$ cat src/hscop_pkg.sv
`default_nettype none
package hscop_pkg;

  // Sequencer states; each oscillator runs FM..W3 once per tick
  typedef enum logic [3:0] {
    ST_IDLE,
    ST_FM,
    ST_XM,
    ST_SUM,
    ST_SQ,
    ST_RC,
    ST_SH,
    ST_SC,
    ST_ADV,
    ST_W1,
    ST_W2,
    ST_W3,
    ST_FIN
  } hscop_state_t;

  // Register indexes
  localparam logic [2:0] REG_SLAVE_STEP  = 3'd0;
  localparam logic [2:0] REG_MASTER_STEP = 3'd1;
  localparam logic [2:0] REG_MAGNITUDES  = 3'd2;
  localparam logic [2:0] REG_FM_DEPTH    = 3'd3;
  localparam logic [2:0] REG_XMOD_SCALE  = 3'd4;
  localparam logic [2:0] REG_MODE        = 3'd5;
  localparam logic [2:0] REG_SLAVE_PW    = 3'd6;
  localparam logic [2:0] REG_MASTER_PW   = 3'd7;

  // Wave codes
  localparam logic [2:0] WAVE_SINE   = 3'd0;
  localparam logic [2:0] WAVE_SAW    = 3'd1;
  localparam logic [2:0] WAVE_RSAW   = 3'd2;
  localparam logic [2:0] WAVE_SQUARE = 3'd3;
  localparam logic [2:0] WAVE_TRI    = 3'd4;
  localparam logic [2:0] WAVE_PULSE  = 3'd5;

  localparam int unsigned SINE_ENTRIES = 257;
  localparam logic [15:0] FM_DEPTH_RESET = 16'd40960;
  localparam logic [31:0] EXP_ONE       = 32'd134217728;
  localparam logic [31:0] EXP_RECIP     = 32'd715827883;
  localparam logic [31:0] EXP_OFFSET    = 32'd715827882;
  localparam logic [31:0] STEP_CLAMP    = 32'h7FFE0000;
  localparam logic [31:0] STEP_LIMIT_HI = 32'h00007FFE;
  localparam logic [16:0] MAG_FULL      = 17'd65536;

  typedef logic signed [15:0] quarter_arr_t [0:64];
  localparam quarter_arr_t QUARTER_SINE = '{
    16'sd0, 16'sd804, 16'sd1608, 16'sd2410, 16'sd3212, 16'sd4011, 16'sd4808,
    16'sd5602, 16'sd6393, 16'sd7179, 16'sd7962, 16'sd8739, 16'sd9512,
    16'sd10278, 16'sd11039, 16'sd11793, 16'sd12539, 16'sd13279, 16'sd14010,
    16'sd14732, 16'sd15446, 16'sd16151, 16'sd16846, 16'sd17530, 16'sd18204,
    16'sd18868, 16'sd19519, 16'sd20159, 16'sd20787, 16'sd21403, 16'sd22005,
    16'sd22594, 16'sd23170, 16'sd23731, 16'sd24279, 16'sd24811, 16'sd25329,
    16'sd25832, 16'sd26319, 16'sd26790, 16'sd27245, 16'sd27683, 16'sd28105,
    16'sd28510, 16'sd28898, 16'sd29268, 16'sd29621, 16'sd29956, 16'sd30273,
    16'sd30571, 16'sd30852, 16'sd31113, 16'sd31356, 16'sd31580, 16'sd31785,
    16'sd31971, 16'sd32137, 16'sd32285, 16'sd32412, 16'sd32521, 16'sd32609,
    16'sd32678, 16'sd32728, 16'sd32757, 16'sd32767
  };

  // Full-cycle sine lookup, entry 256 equals entry 0
  function automatic logic signed [15:0] sine_lookup(input logic [8:0] idx);
    logic [6:0] k;
    logic signed [15:0] v;
    k = idx[6:0];
    if (k <= 7'd64) v = QUARTER_SINE[k];
    else v = QUARTER_SINE[7'd0 - k];
    return idx[7] ? -v : v;
  endfunction

endpackage
`default_nettype wire

$ cat src/hard_sync_crossmod_oscillator_pair.sv
`default_nettype none
// Hard-sync master/slave oscillator pair with cross-modulation. Each accepted
// transaction is one sample tick; one transaction is worked at a time by a
// sequencer around a single shared 34x34 signed multiplier, with a master pass
// and then a slave pass through states FM to W3 before the finish state (idle
// goes straight to finish when both gains are zero). The sequencer holds in its
// finish state only while an untaken result still fills the output register.
// The next tick is taken once the sequencer is back in idle, even while the
// last result still waits in the output register.
// Registers sit at byte address 8*i on the 64-bit configuration port.
module hard_sync_crossmod_oscillator_pair
  import hscop_pkg::*;
(
  input  wire logic               clk,
  input  wire logic               rst_n,
  input  wire logic               psel,
  input  wire logic               penable,
  input  wire logic               pwrite,
  input  wire logic [5:0]         paddr,
  input  wire logic [63:0]        pwdata,
  output logic [63:0]             prdata,
  output logic                    pready,
  input  wire logic               in_valid,
  output logic                    in_ready,
  input  wire logic signed [15:0] in_slave_fm_sample,
  input  wire logic               in_slave_fm_present,
  input  wire logic signed [15:0] in_master_fm_sample,
  input  wire logic               in_master_fm_present,
  input  wire logic signed [15:0] in_slave_shape_sample,
  input  wire logic               in_slave_shape_present,
  input  wire logic signed [15:0] in_master_shape_sample,
  input  wire logic               in_master_shape_present,
  output logic                    out_valid,
  input  wire logic               out_ready,
  output logic signed [15:0]      out_slave_out,
  output logic signed [15:0]      out_master_out
);

  // configuration registers
  logic [30:0] slave_step_r, master_step_r;
  logic [33:0] magnitudes_r;
  logic [15:0] fm_depth_r, xmod_scale_r;
  logic [6:0]  mode_r;
  logic [31:0] slave_pw_r, master_pw_r;

  // sequencer and datapath
  hscop_state_t state_r, state_nxt;
  logic        sel_r;                 // 0 master pass, 1 slave pass
  logic [63:0] p_r;
  logic [31:0] n_r, sc_r;
  logic        mod_r, sync_r;
  logic [31:0] mphase_r, sphase_r;
  logic signed [15:0] msamp_r, ssamp_r;
  logic signed [15:0] t0_r;
  logic        out_valid_r;
  logic signed [15:0] out_slave_r, out_master_r;

  // latched input transaction
  logic signed [15:0] sfm_r, mfm_r;
  logic        sfm_pres_r, mfm_pres_r;
  logic [31:0] spw_r, mpw_r;

  logic cfg_wr, in_acc, mags_zero, xm_on, out_free;
  logic [2:0] cfg_idx;

  assign pready   = 1'b1;
  assign cfg_wr   = psel && penable && pwrite;
  assign cfg_idx  = paddr[5:3];
  assign in_ready = (state_r == ST_IDLE);
  assign in_acc   = in_valid && in_ready;
  assign out_valid = out_valid_r;
  assign out_slave_out  = out_slave_r;
  assign out_master_out = out_master_r;
  assign xm_on    = (xmod_scale_r != 16'd0);
  assign out_free = !out_valid_r || out_ready;

  // saturated gains
  logic [16:0] smag, mmag, cur_mag;
  assign smag = (magnitudes_r[16:0] > MAG_FULL) ? MAG_FULL : magnitudes_r[16:0];
  assign mmag = (magnitudes_r[33:17] > MAG_FULL) ? MAG_FULL : magnitudes_r[33:17];
  assign mags_zero = (smag == 17'd0) && (mmag == 17'd0);
  assign cur_mag = sel_r ? smag : mmag;

  // per-pass selections
  logic signed [15:0] cur_fm;
  logic        cur_fm_pres;
  logic [30:0] cur_base;
  logic [31:0] cur_phase, cur_pw;
  logic [2:0]  cur_wave;
  assign cur_fm      = sel_r ? sfm_r : mfm_r;
  assign cur_fm_pres = sel_r ? sfm_pres_r : mfm_pres_r;
  assign cur_base    = sel_r ? slave_step_r : master_step_r;
  assign cur_phase   = sel_r ? sphase_r : mphase_r;
  assign cur_pw      = sel_r ? spw_r : mpw_r;
  assign cur_wave    = sel_r ? mode_r[2:0] : mode_r[5:3];

  // register read
  always_comb begin
    prdata = 64'd0;
    case (cfg_idx)
      REG_SLAVE_STEP:  prdata = {33'd0, slave_step_r};
      REG_MASTER_STEP: prdata = {33'd0, master_step_r};
      REG_MAGNITUDES:  prdata = {30'd0, magnitudes_r};
      REG_FM_DEPTH:    prdata = {48'd0, fm_depth_r};
      REG_XMOD_SCALE:  prdata = {48'd0, xmod_scale_r};
      REG_MODE:        prdata = {57'd0, mode_r};
      REG_SLAVE_PW:    prdata = {32'd0, slave_pw_r};
      REG_MASTER_PW:   prdata = {32'd0, master_pw_r};
      default:         prdata = 64'd0;
    endcase
  end

  // register write
  always_ff @(posedge clk) begin
    if (!rst_n) begin
      slave_step_r  <= '0;
      master_step_r <= '0;
      magnitudes_r  <= '0;
      fm_depth_r    <= FM_DEPTH_RESET;
      xmod_scale_r  <= '0;
      mode_r        <= '0;
      slave_pw_r    <= '0;
      master_pw_r   <= '0;
    end else if (cfg_wr) begin
      case (cfg_idx)
        REG_SLAVE_STEP:  slave_step_r  <= pwdata[30:0];
        REG_MASTER_STEP: master_step_r <= pwdata[30:0];
        REG_MAGNITUDES:  magnitudes_r  <= pwdata[33:0];
        REG_FM_DEPTH:    fm_depth_r    <= pwdata[15:0];
        REG_XMOD_SCALE:  xmod_scale_r  <= pwdata[15:0];
        REG_MODE:        mode_r        <= pwdata[6:0];
        REG_SLAVE_PW:    slave_pw_r    <= pwdata[31:0];
        REG_MASTER_PW:   master_pw_r   <= pwdata[31:0];
        default: ;
      endcase
    end
  end

  // exp2 and step helpers
  logic [30:0] sq_f, rc_f;
  logic [31:0] sh_f, sh_r32, adv_step;
  logic signed [6:0] sh_amt;
  logic [4:0]  sh_clamped;
  logic [32:0] adv_sum;
  assign sq_f = ({4'd0, n_r[26:0]} + EXP_ONE[30:0]) << 3;
  assign rc_f = 31'((p_r + 64'h80000000) >> 32);
  assign sh_f = 32'(((p_r + 64'h80000000) >> 32) << 3);
  assign sh_r32 = sh_f + EXP_OFFSET;
  assign sh_amt = 7'sd14 - {{2{n_r[31]}}, n_r[31:27]};
  assign sh_clamped = (sh_amt < 7'sd0) ? 5'd0 : sh_amt[4:0];
  assign adv_step = !mod_r ? {1'b0, cur_base}
                  : (p_r[63:32] < STEP_LIMIT_HI) ? p_r[47:16] : STEP_CLAMP;
  assign adv_sum = {1'b0, (sel_r && sync_r) ? 32'd0 : cur_phase} + {1'b0, adv_step};

  // wave helpers
  logic signed [15:0] tab0, tab1;
  logic [1:0]  top;
  logic signed [18:0] tri_v;
  logic signed [33:0] wave_opa;
  logic [15:0] lvl;
  logic        wave_hi;
  logic signed [15:0] wave_val;
  assign tab0 = sine_lookup({1'b0, cur_phase[31:24]});
  assign tab1 = sine_lookup({1'b0, cur_phase[31:24]} + 9'd1);
  assign top  = cur_phase[31:30];
  assign tri_v = (top == 2'd1 || top == 2'd2)
               ? (19'sh0FFFF - $signed({2'b0, cur_phase[31:15]}))
               : ($signed({2'b0, cur_phase[31:15]})
                  - ((top == 2'd3) ? 19'sh20000 : 19'sd0));

  always_comb begin
    case (cur_wave)
      WAVE_SINE: wave_opa = $signed({{18{t0_r[15]}}, t0_r}) <<< 16;
      WAVE_SAW:  wave_opa = 34'($signed(cur_phase[31:16]));
      WAVE_RSAW: wave_opa = 34'($signed(~cur_phase[31:16]));
      WAVE_TRI:  wave_opa = 34'(tri_v);
      default:   wave_opa = 34'sd0;
    endcase
    if (cur_wave == WAVE_SINE) wave_opa = wave_opa + $signed(p_r[33:0]);
  end

  assign lvl = (cur_mag[16:1] > 16'd32767) ? 16'd32767 : cur_mag[16:1];
  assign wave_hi = (cur_wave == WAVE_SQUARE) ? cur_phase[31] : (cur_phase < cur_pw);

  always_comb begin
    if (cur_mag == 17'd0) wave_val = 16'sd0;
    else begin
      case (cur_wave)
        WAVE_SINE:   wave_val = p_r[47:32];
        WAVE_SAW, WAVE_RSAW, WAVE_TRI: wave_val = p_r[31:16];
        WAVE_SQUARE, WAVE_PULSE: wave_val = wave_hi ? $signed(lvl) : -$signed(lvl);
        default:     wave_val = 16'sd0;
      endcase
    end
  end

  // shared multiplier operands
  logic signed [33:0] mul_a, mul_b;
  logic signed [67:0] mul_p;
  always_comb begin
    mul_a = 34'sd0;
    mul_b = 34'sd0;
    case (state_r)
      ST_FM: begin
        mul_a = 34'(cur_fm);
        mul_b = $signed({18'd0, fm_depth_r});
      end
      ST_XM: begin
        mul_a = 34'(msamp_r);
        mul_b = $signed({18'd0, xmod_scale_r});
      end
      ST_SQ: begin
        mul_a = $signed({3'd0, sq_f});
        mul_b = $signed({3'd0, sq_f});
      end
      ST_RC: begin
        mul_a = $signed({3'd0, rc_f});
        mul_b = $signed({2'd0, EXP_RECIP});
      end
      ST_SC: begin
        mul_a = $signed({3'd0, cur_base});
        mul_b = $signed({2'd0, sc_r});
      end
      ST_W1: begin
        mul_a = 34'(tab1) - 34'(tab0);
        mul_b = $signed({18'd0, cur_phase[23:8]});
      end
      ST_W2: begin
        mul_a = wave_opa;
        mul_b = $signed({17'd0, cur_mag});
      end
      default: ;
    endcase
  end
  assign mul_p = mul_a * mul_b;

  // next state
  always_comb begin
    state_nxt = state_r;
    case (state_r)
      ST_IDLE: if (in_acc) state_nxt = mags_zero ? ST_FIN : ST_FM;
      ST_FM:   state_nxt = ST_XM;
      ST_XM:   state_nxt = ST_SUM;
      ST_SUM:  state_nxt = ST_SQ;
      ST_SQ:   state_nxt = ST_RC;
      ST_RC:   state_nxt = ST_SH;
      ST_SH:   state_nxt = ST_SC;
      ST_SC:   state_nxt = ST_ADV;
      ST_ADV:  state_nxt = ST_W1;
      ST_W1:   state_nxt = ST_W2;
      ST_W2:   state_nxt = ST_W3;
      ST_W3:   state_nxt = sel_r ? ST_FIN : ST_FM;
      ST_FIN:  if (out_free) state_nxt = ST_IDLE;
      default: state_nxt = ST_IDLE;
    endcase
  end

  // control state
  always_ff @(posedge clk) begin
    if (!rst_n) begin
      state_r     <= ST_IDLE;
      sel_r       <= 1'b0;
      out_valid_r <= 1'b0;
      mphase_r    <= '0;
      sphase_r    <= '0;
      sync_r      <= 1'b0;
    end else begin
      state_r <= state_nxt;
      if (state_r == ST_IDLE) sel_r <= 1'b0;
      else if (state_r == ST_W3) sel_r <= 1'b1;
      if (state_r == ST_ADV) begin
        if (sel_r) sphase_r <= adv_sum[31:0];
        else begin
          mphase_r <= adv_sum[31:0];
          sync_r   <= mode_r[6] && adv_sum[32];
        end
      end
      if (state_r == ST_FIN && out_free) out_valid_r <= 1'b1;
      else if (out_ready) out_valid_r <= 1'b0;
    end
  end

  // payload datapath
  always_ff @(posedge clk) begin
    if (in_acc) begin
      sfm_r      <= in_slave_fm_sample;
      sfm_pres_r <= in_slave_fm_present;
      mfm_r      <= in_master_fm_sample;
      mfm_pres_r <= in_master_fm_present;
      spw_r <= in_slave_shape_present
             ? {~in_slave_shape_sample[15], in_slave_shape_sample[14:0], 16'd0}
             : slave_pw_r;
      mpw_r <= in_master_shape_present
             ? {~in_master_shape_sample[15], in_master_shape_sample[14:0], 16'd0}
             : master_pw_r;
      if (mags_zero) begin
        msamp_r <= 16'sd0;
        ssamp_r <= 16'sd0;
      end
    end
    case (state_r)
      ST_FM, ST_XM, ST_SQ, ST_RC, ST_SC, ST_W1, ST_W2: p_r <= mul_p[63:0];
      default: ;
    endcase
    if (state_r == ST_XM) n_r <= cur_fm_pres ? p_r[31:0] : 32'd0;
    if (state_r == ST_SUM) begin
      n_r   <= n_r + ((sel_r && xm_on) ? p_r[31:0] : 32'd0);
      mod_r <= cur_fm_pres || (sel_r && xm_on);
    end
    if (state_r == ST_SH) sc_r <= sh_r32 >> sh_clamped;
    if (state_r == ST_W1) t0_r <= tab0;
    if (state_r == ST_W3) begin
      if (sel_r) ssamp_r <= wave_val;
      else msamp_r <= wave_val;
    end
    if (state_r == ST_FIN && out_free) begin
      out_slave_r  <= ssamp_r;
      out_master_r <= msamp_r;
    end
  end

  // checks
  a_zero_gain_short: assert property (@(posedge clk) disable iff (!rst_n)
    in_acc && mags_zero |=> state_r == ST_FIN)
    else $error("zero-gain tick did not skip to finish");

  a_slave_after_master: assert property (@(posedge clk) disable iff (!rst_n)
    state_r == ST_FM && sel_r |-> $past(state_r) == ST_W3)
    else $error("slave pass started out of order");

  a_fin_loads: assert property (@(posedge clk) disable iff (!rst_n)
    state_r == ST_FIN && out_free |=> out_valid_r && state_r == ST_IDLE)
    else $error("finished tick not delivered");

endmodule
`default_nettype wire

$ cat config.mk
export PLATFORM = sky130hd
export DESIGN_NAME = hard_sync_crossmod_oscillator_pair
export DESIGN_NICKNAME = d
export VERILOG_FILES = /design/src/hscop_pkg.sv /design/src/hard_sync_crossmod_oscillator_pair.sv
export SDC_FILE = /design/constraint.sdc
export NUM_CORES = 2
export LEC_CHECK = 0
export ABC_AREA = 1
export BUFFER_PORTS_ARGS = -buffer_cell sky130_fd_sc_hd__clkbuf_2
export CELL_PAD_IN_SITES_DETAIL_PLACEMENT = 0
export CELL_PAD_IN_SITES_GLOBAL_PLACEMENT = 1
export CORE_ASPECT_RATIO = 0.75
export CORE_UTILIZATION = 30
export DETAILED_ROUTE_END_ITERATION = 10
export GPL_ROUTABILITY_DRIVEN = 0
export PLACE_DENSITY_LB_ADDON = 0.1
export SLEW_MARGIN = 25
export SYNTH_ARGS = -nofsm -noshare
export SYNTH_HDL_FRONTEND = slang
export SYNTH_SLANG_ARGS = --single-unit
$ cat constraint.sdc
create_clock -name clk -period 37.5 [get_ports clk]
set_input_delay 3.75 -clock clk [delete_from_list [all_inputs] [get_ports clk]]
set_output_delay 3.75 -clock clk [all_outputs]
set_load 0.05 [all_outputs]
==> results list <==
* Run status: complete, no violations
- The die is 599.2 µm wide.
- Gates resized during post-CTS repair numbered 0.
- Power Total: 8.335 mW
* # Max-Cap Violations: 0
- The detail route stage leaves a number of antenna-violating nets equal to 0.
- Post-synthesis average cell area: 7.458 µm²
- Number of failing hold endpoints at the final stage: 0
- Clock period minus worst slack: 17920 ps
- The first detailed-routing pass took 6 iterations.
* Total detailed-routing wirelength: 374000 µm
- Number of antenna violations at the first check in global routing: 28
- After layout, the worst path uses 47.78% of the clock period.
- In the global route stage, overall resource usage came out at 27.33%.
- The first global-routing pass estimated 536600 µm of wire.
- Longest Clk Path Bufs: 3
- TritonCTS built the clock tree.
- In the synthesized netlist, the number of instances is 10760.
- Worst-case setup slack after placement: 19740 ps
* Number of hold-repair buffers added at the cts stage: 0
- Among all stages on the critical path, the largest delay is contributed by ha_1.
* Share of total power in sequential cells: 12.2%
* H-tree level count: 2
* Setup TNS Final: 0 ps
- The worst setup path is captured at a register.
* Depth of the worst register-to-register path: 63
* CTS root buf: clkbuf_16
- Number of endpoints failing setup at the final stage: 0
- Grt total ovfl: 0
- Starting density of the core: 30.15%
- After synthesis the cells add up to 80240 µm².
* Biggest cell delay along the critical path: 960 ps
- Sequential area share after synthesis: 17.83%
- Number of enable-type register cells in the synthesized netlist: 275
- Most instantiated flip-flop cell in the synthesis netlist: dfxtp_1
- Clock Latency Late Sink: 730 ps
- Dividing total power by cell area gives a power density of 95.27 nW/µm².
* Total Nets Final: 12390
* Floorplan die height: 449.9 µm
- Slew headroom: 20.05%
- Hold crit path type: reg -> reg
- Crit path top cell by count: inv_1
* Highest achievable clock rate: 55.81 MHz
* Share of flip-flops with an asynchronous set or reset after synthesis: 0%
- Vias in the first global route: 73130
- # port buffers: 179
* CORE AREA: 266100 µm²
* Worst slack on hold paths: 436.8 ps
- Yosys reg bits: 577
- During I/O placement, the number of pins put on the boundary was 244.
- Average wire per standard cell: 26.00 µm
- From synthesis to final layout, the design area changed by 9.035%.
* Fraction of final layout cells sized beyond drive strength 1: 5.902%
* Most common library cell in the layout ignoring fill and taps: nand2_1
* Cells on Worst Hold Path: 0
- VDD sags by at most 0.0002173 V.
* Total number of vias: 74940
* Num CTS Buffers: 59
- In this run the worst path has a maximum fanout of 27.
- Cell Int Power: 3.280 mW
* Slew at the pin closest to its max-slew limit: 1176 ps
- In the post-route analysis, the smallest setup slack over all paths is 19580 ps.
* Warnings from Yosys: 0
* Estimated wirelength of the detail-placed design: 302800 µm
* Cell Rows: 164
- Iteration-0 DRC count of the detailed router: 7832
- In the routed design, unresolved DRC markers number 0.
- Kind of start point of the critical path: register
- Combinational logic burns 80.0% of the power.
- Maximum number of pins on one net before global-route repair: 104
- The final number of max-transition violations is 0.
* Data arrival time of the critical path: 18330 ps
- In this run the static leakage power is 41.95 nW.
- Switching power: 5.055 mW
- Data required time of the critical path: 37910 ps
- Number of clock sinks seen by CTS: 577
- Count of buffers added by post-CTS timing repair for setup: 0
- Synth cell types: 78
* Portion of total power attributed to the clock network: 7.9%
- The critical path is of the reg -> reg type.
* Setup repair after global routing missed its margin: false
* Top library cells by usage in the layout, fill and taps aside: nand2_1 (2168), inv_1 (1974), fa_1 (1116), nor2_1 (1067), o21ai_0 (668)
* Overall die area: 269600 µm²
- Average vias per placed instance: 5.209
- Across the routed clock network, the largest skew measured is 77.11 ps.
- Switching Fraction: 60.65%
* Fraction of the core area covered by cells at the end of the flow: 32.87%
* Clock input transition at the sequential cells of the worst setup and hold paths: 70 ps
-- flip-flops by register name, summed over array words and instances, names as in the netlist, 16 cells and up --
name	flops
fm_depth_r	16
magnitudes_r	34
master_pw_r	32
master_step_r	31
mfm_r	16
mphase_r	32
mpw_r	32
msamp_r	16
n_r	32
out_master_out	16
out_slave_out	16
p_r	64
sc_r	32
sfm_r	16
slave_pw_r	32
slave_step_r	31
sphase_r	32
spw_r	32
ssamp_r	16
t0_r	16
xmod_scale_r	16
-- Yosys cell counts (36+ instances only) --
master | instances | area [µm²]
nand4_1 | 75 | 469.2
o31ai_1 | 37 | 277.8
fa_1 | 1116 | 22340
buf_4 | 45 | 337.8
o22ai_1 | 77 | 481.7
o21ai_0 | 677 | 3388
inv_1 | 1983 | 7443
a31oi_1 | 51 | 319.1
ha_1 | 365 | 4567
edfxtp_1 | 275 | 8258
mux2i_1 | 36 | 360.4
nand3_1 | 572 | 2863
dfxtp_1 | 302 | 6046
o211ai_1 | 85 | 638.1
nand2_1 | 2170 | 8145
xor2_1 | 94 | 823.3
o21bai_1 | 36 | 270.3
a21oi_1 | 672 | 3363
nor2_1 | 1085 | 4073
xnor2_1 | 55 | 481.7
clkbuf_1 | 347 | 1303
o21ai_1 | 41 | 205.2
a221oi_1 | 44 | 385.4
buf_2 | 86 | 430.4
nor3_1 | 58 | 290.3
-- critical path, delay by kind of cell, from the launching register on --
family / cells / cell delay [ps]
compound gates: 10 / 2680
xor+xnor: 1 / 70
fa+ha+maj: 13 / 7450
buf+inv: 18 / 3580
flops: 1 / 490
simple gates: 21 / 3270
-- metrics by stage --
step	cell area [µm²]	instances
2_1_floorplan	80550	10840
3_3_place_gp	85360	14270
3_5_place_dp	85390	14270
4_1_cts	87450	14380
5_1_grt	87480	14380
6_report	87490	14390
-- cell type report --
class / count / area [µm²]
fill: 28940 / 178700
multi-input combinational: 7726 / 56720
sequential: 577 / 14310
inverter: 2034 / 7640
tap: 3569 / 4466
timing repair buffer: 361 / 2281
clock buffer: 74 / 1639
clock inverter: 38 / 419.2
antenna: 6 / 15.01
-- worst paths after layout --
check | startpoint | to | slack, ps
max | sel_r | p_r[61] | 19580
min | ssamp_r[0] | out_slave_out[0] | 440
max reg2reg | sel_r | p_r[61] | 19580
min reg2reg | ssamp_r[0] | out_slave_out[0] | 440
-- cell families (layout without fill, tap and decap cells) --
family / after synthesis / after routing / share of synthesized area (%)
other: 2 / 92 / 0.009360
buffers and inverters: 2539 / 2507 / 12.27
multiplexers: 36 / 36 / 0.4491
flip-flops: 577 / 577 / 17.83
XOR/XNOR: 154 / 154 / 1.742
AO/OA/AOI/OAI: 1895 / 1895 / 13.45
AND/OR/NAND/NOR: 4074 / 4074 / 20.72
adder cells (fa/ha/maj): 1481 / 1481 / 33.54
-- metal layers --
layer  vias to the layer above  part of all wire (%)  global-route usage, %
li1                      33870                     -                      -
met1                     37930                    49                  42.29
met2                      2820                    41                  39.19
met3                       302                   8.2                  5.595
met4                        14                   1.8                  4.133
met5                         -                 0.023                      0
-- power groups by stage --
stage | sequential [mW] | clock (mW) | combinational [mW]
6_report | 1.02 | 0.656 | 6.66
5_1_grt | 1.02 | 0.687 | 7.32
4_1_cts | 1.01 | 0.665 | 6.63
3_5_place_dp | 1.03 | 0 | 6.54
3_3_place_gp | 1.03 | 0 | 6.59
2_1_floorplan | 0.988 | 0 | 4.17
(Power assumes the default switching activity.)
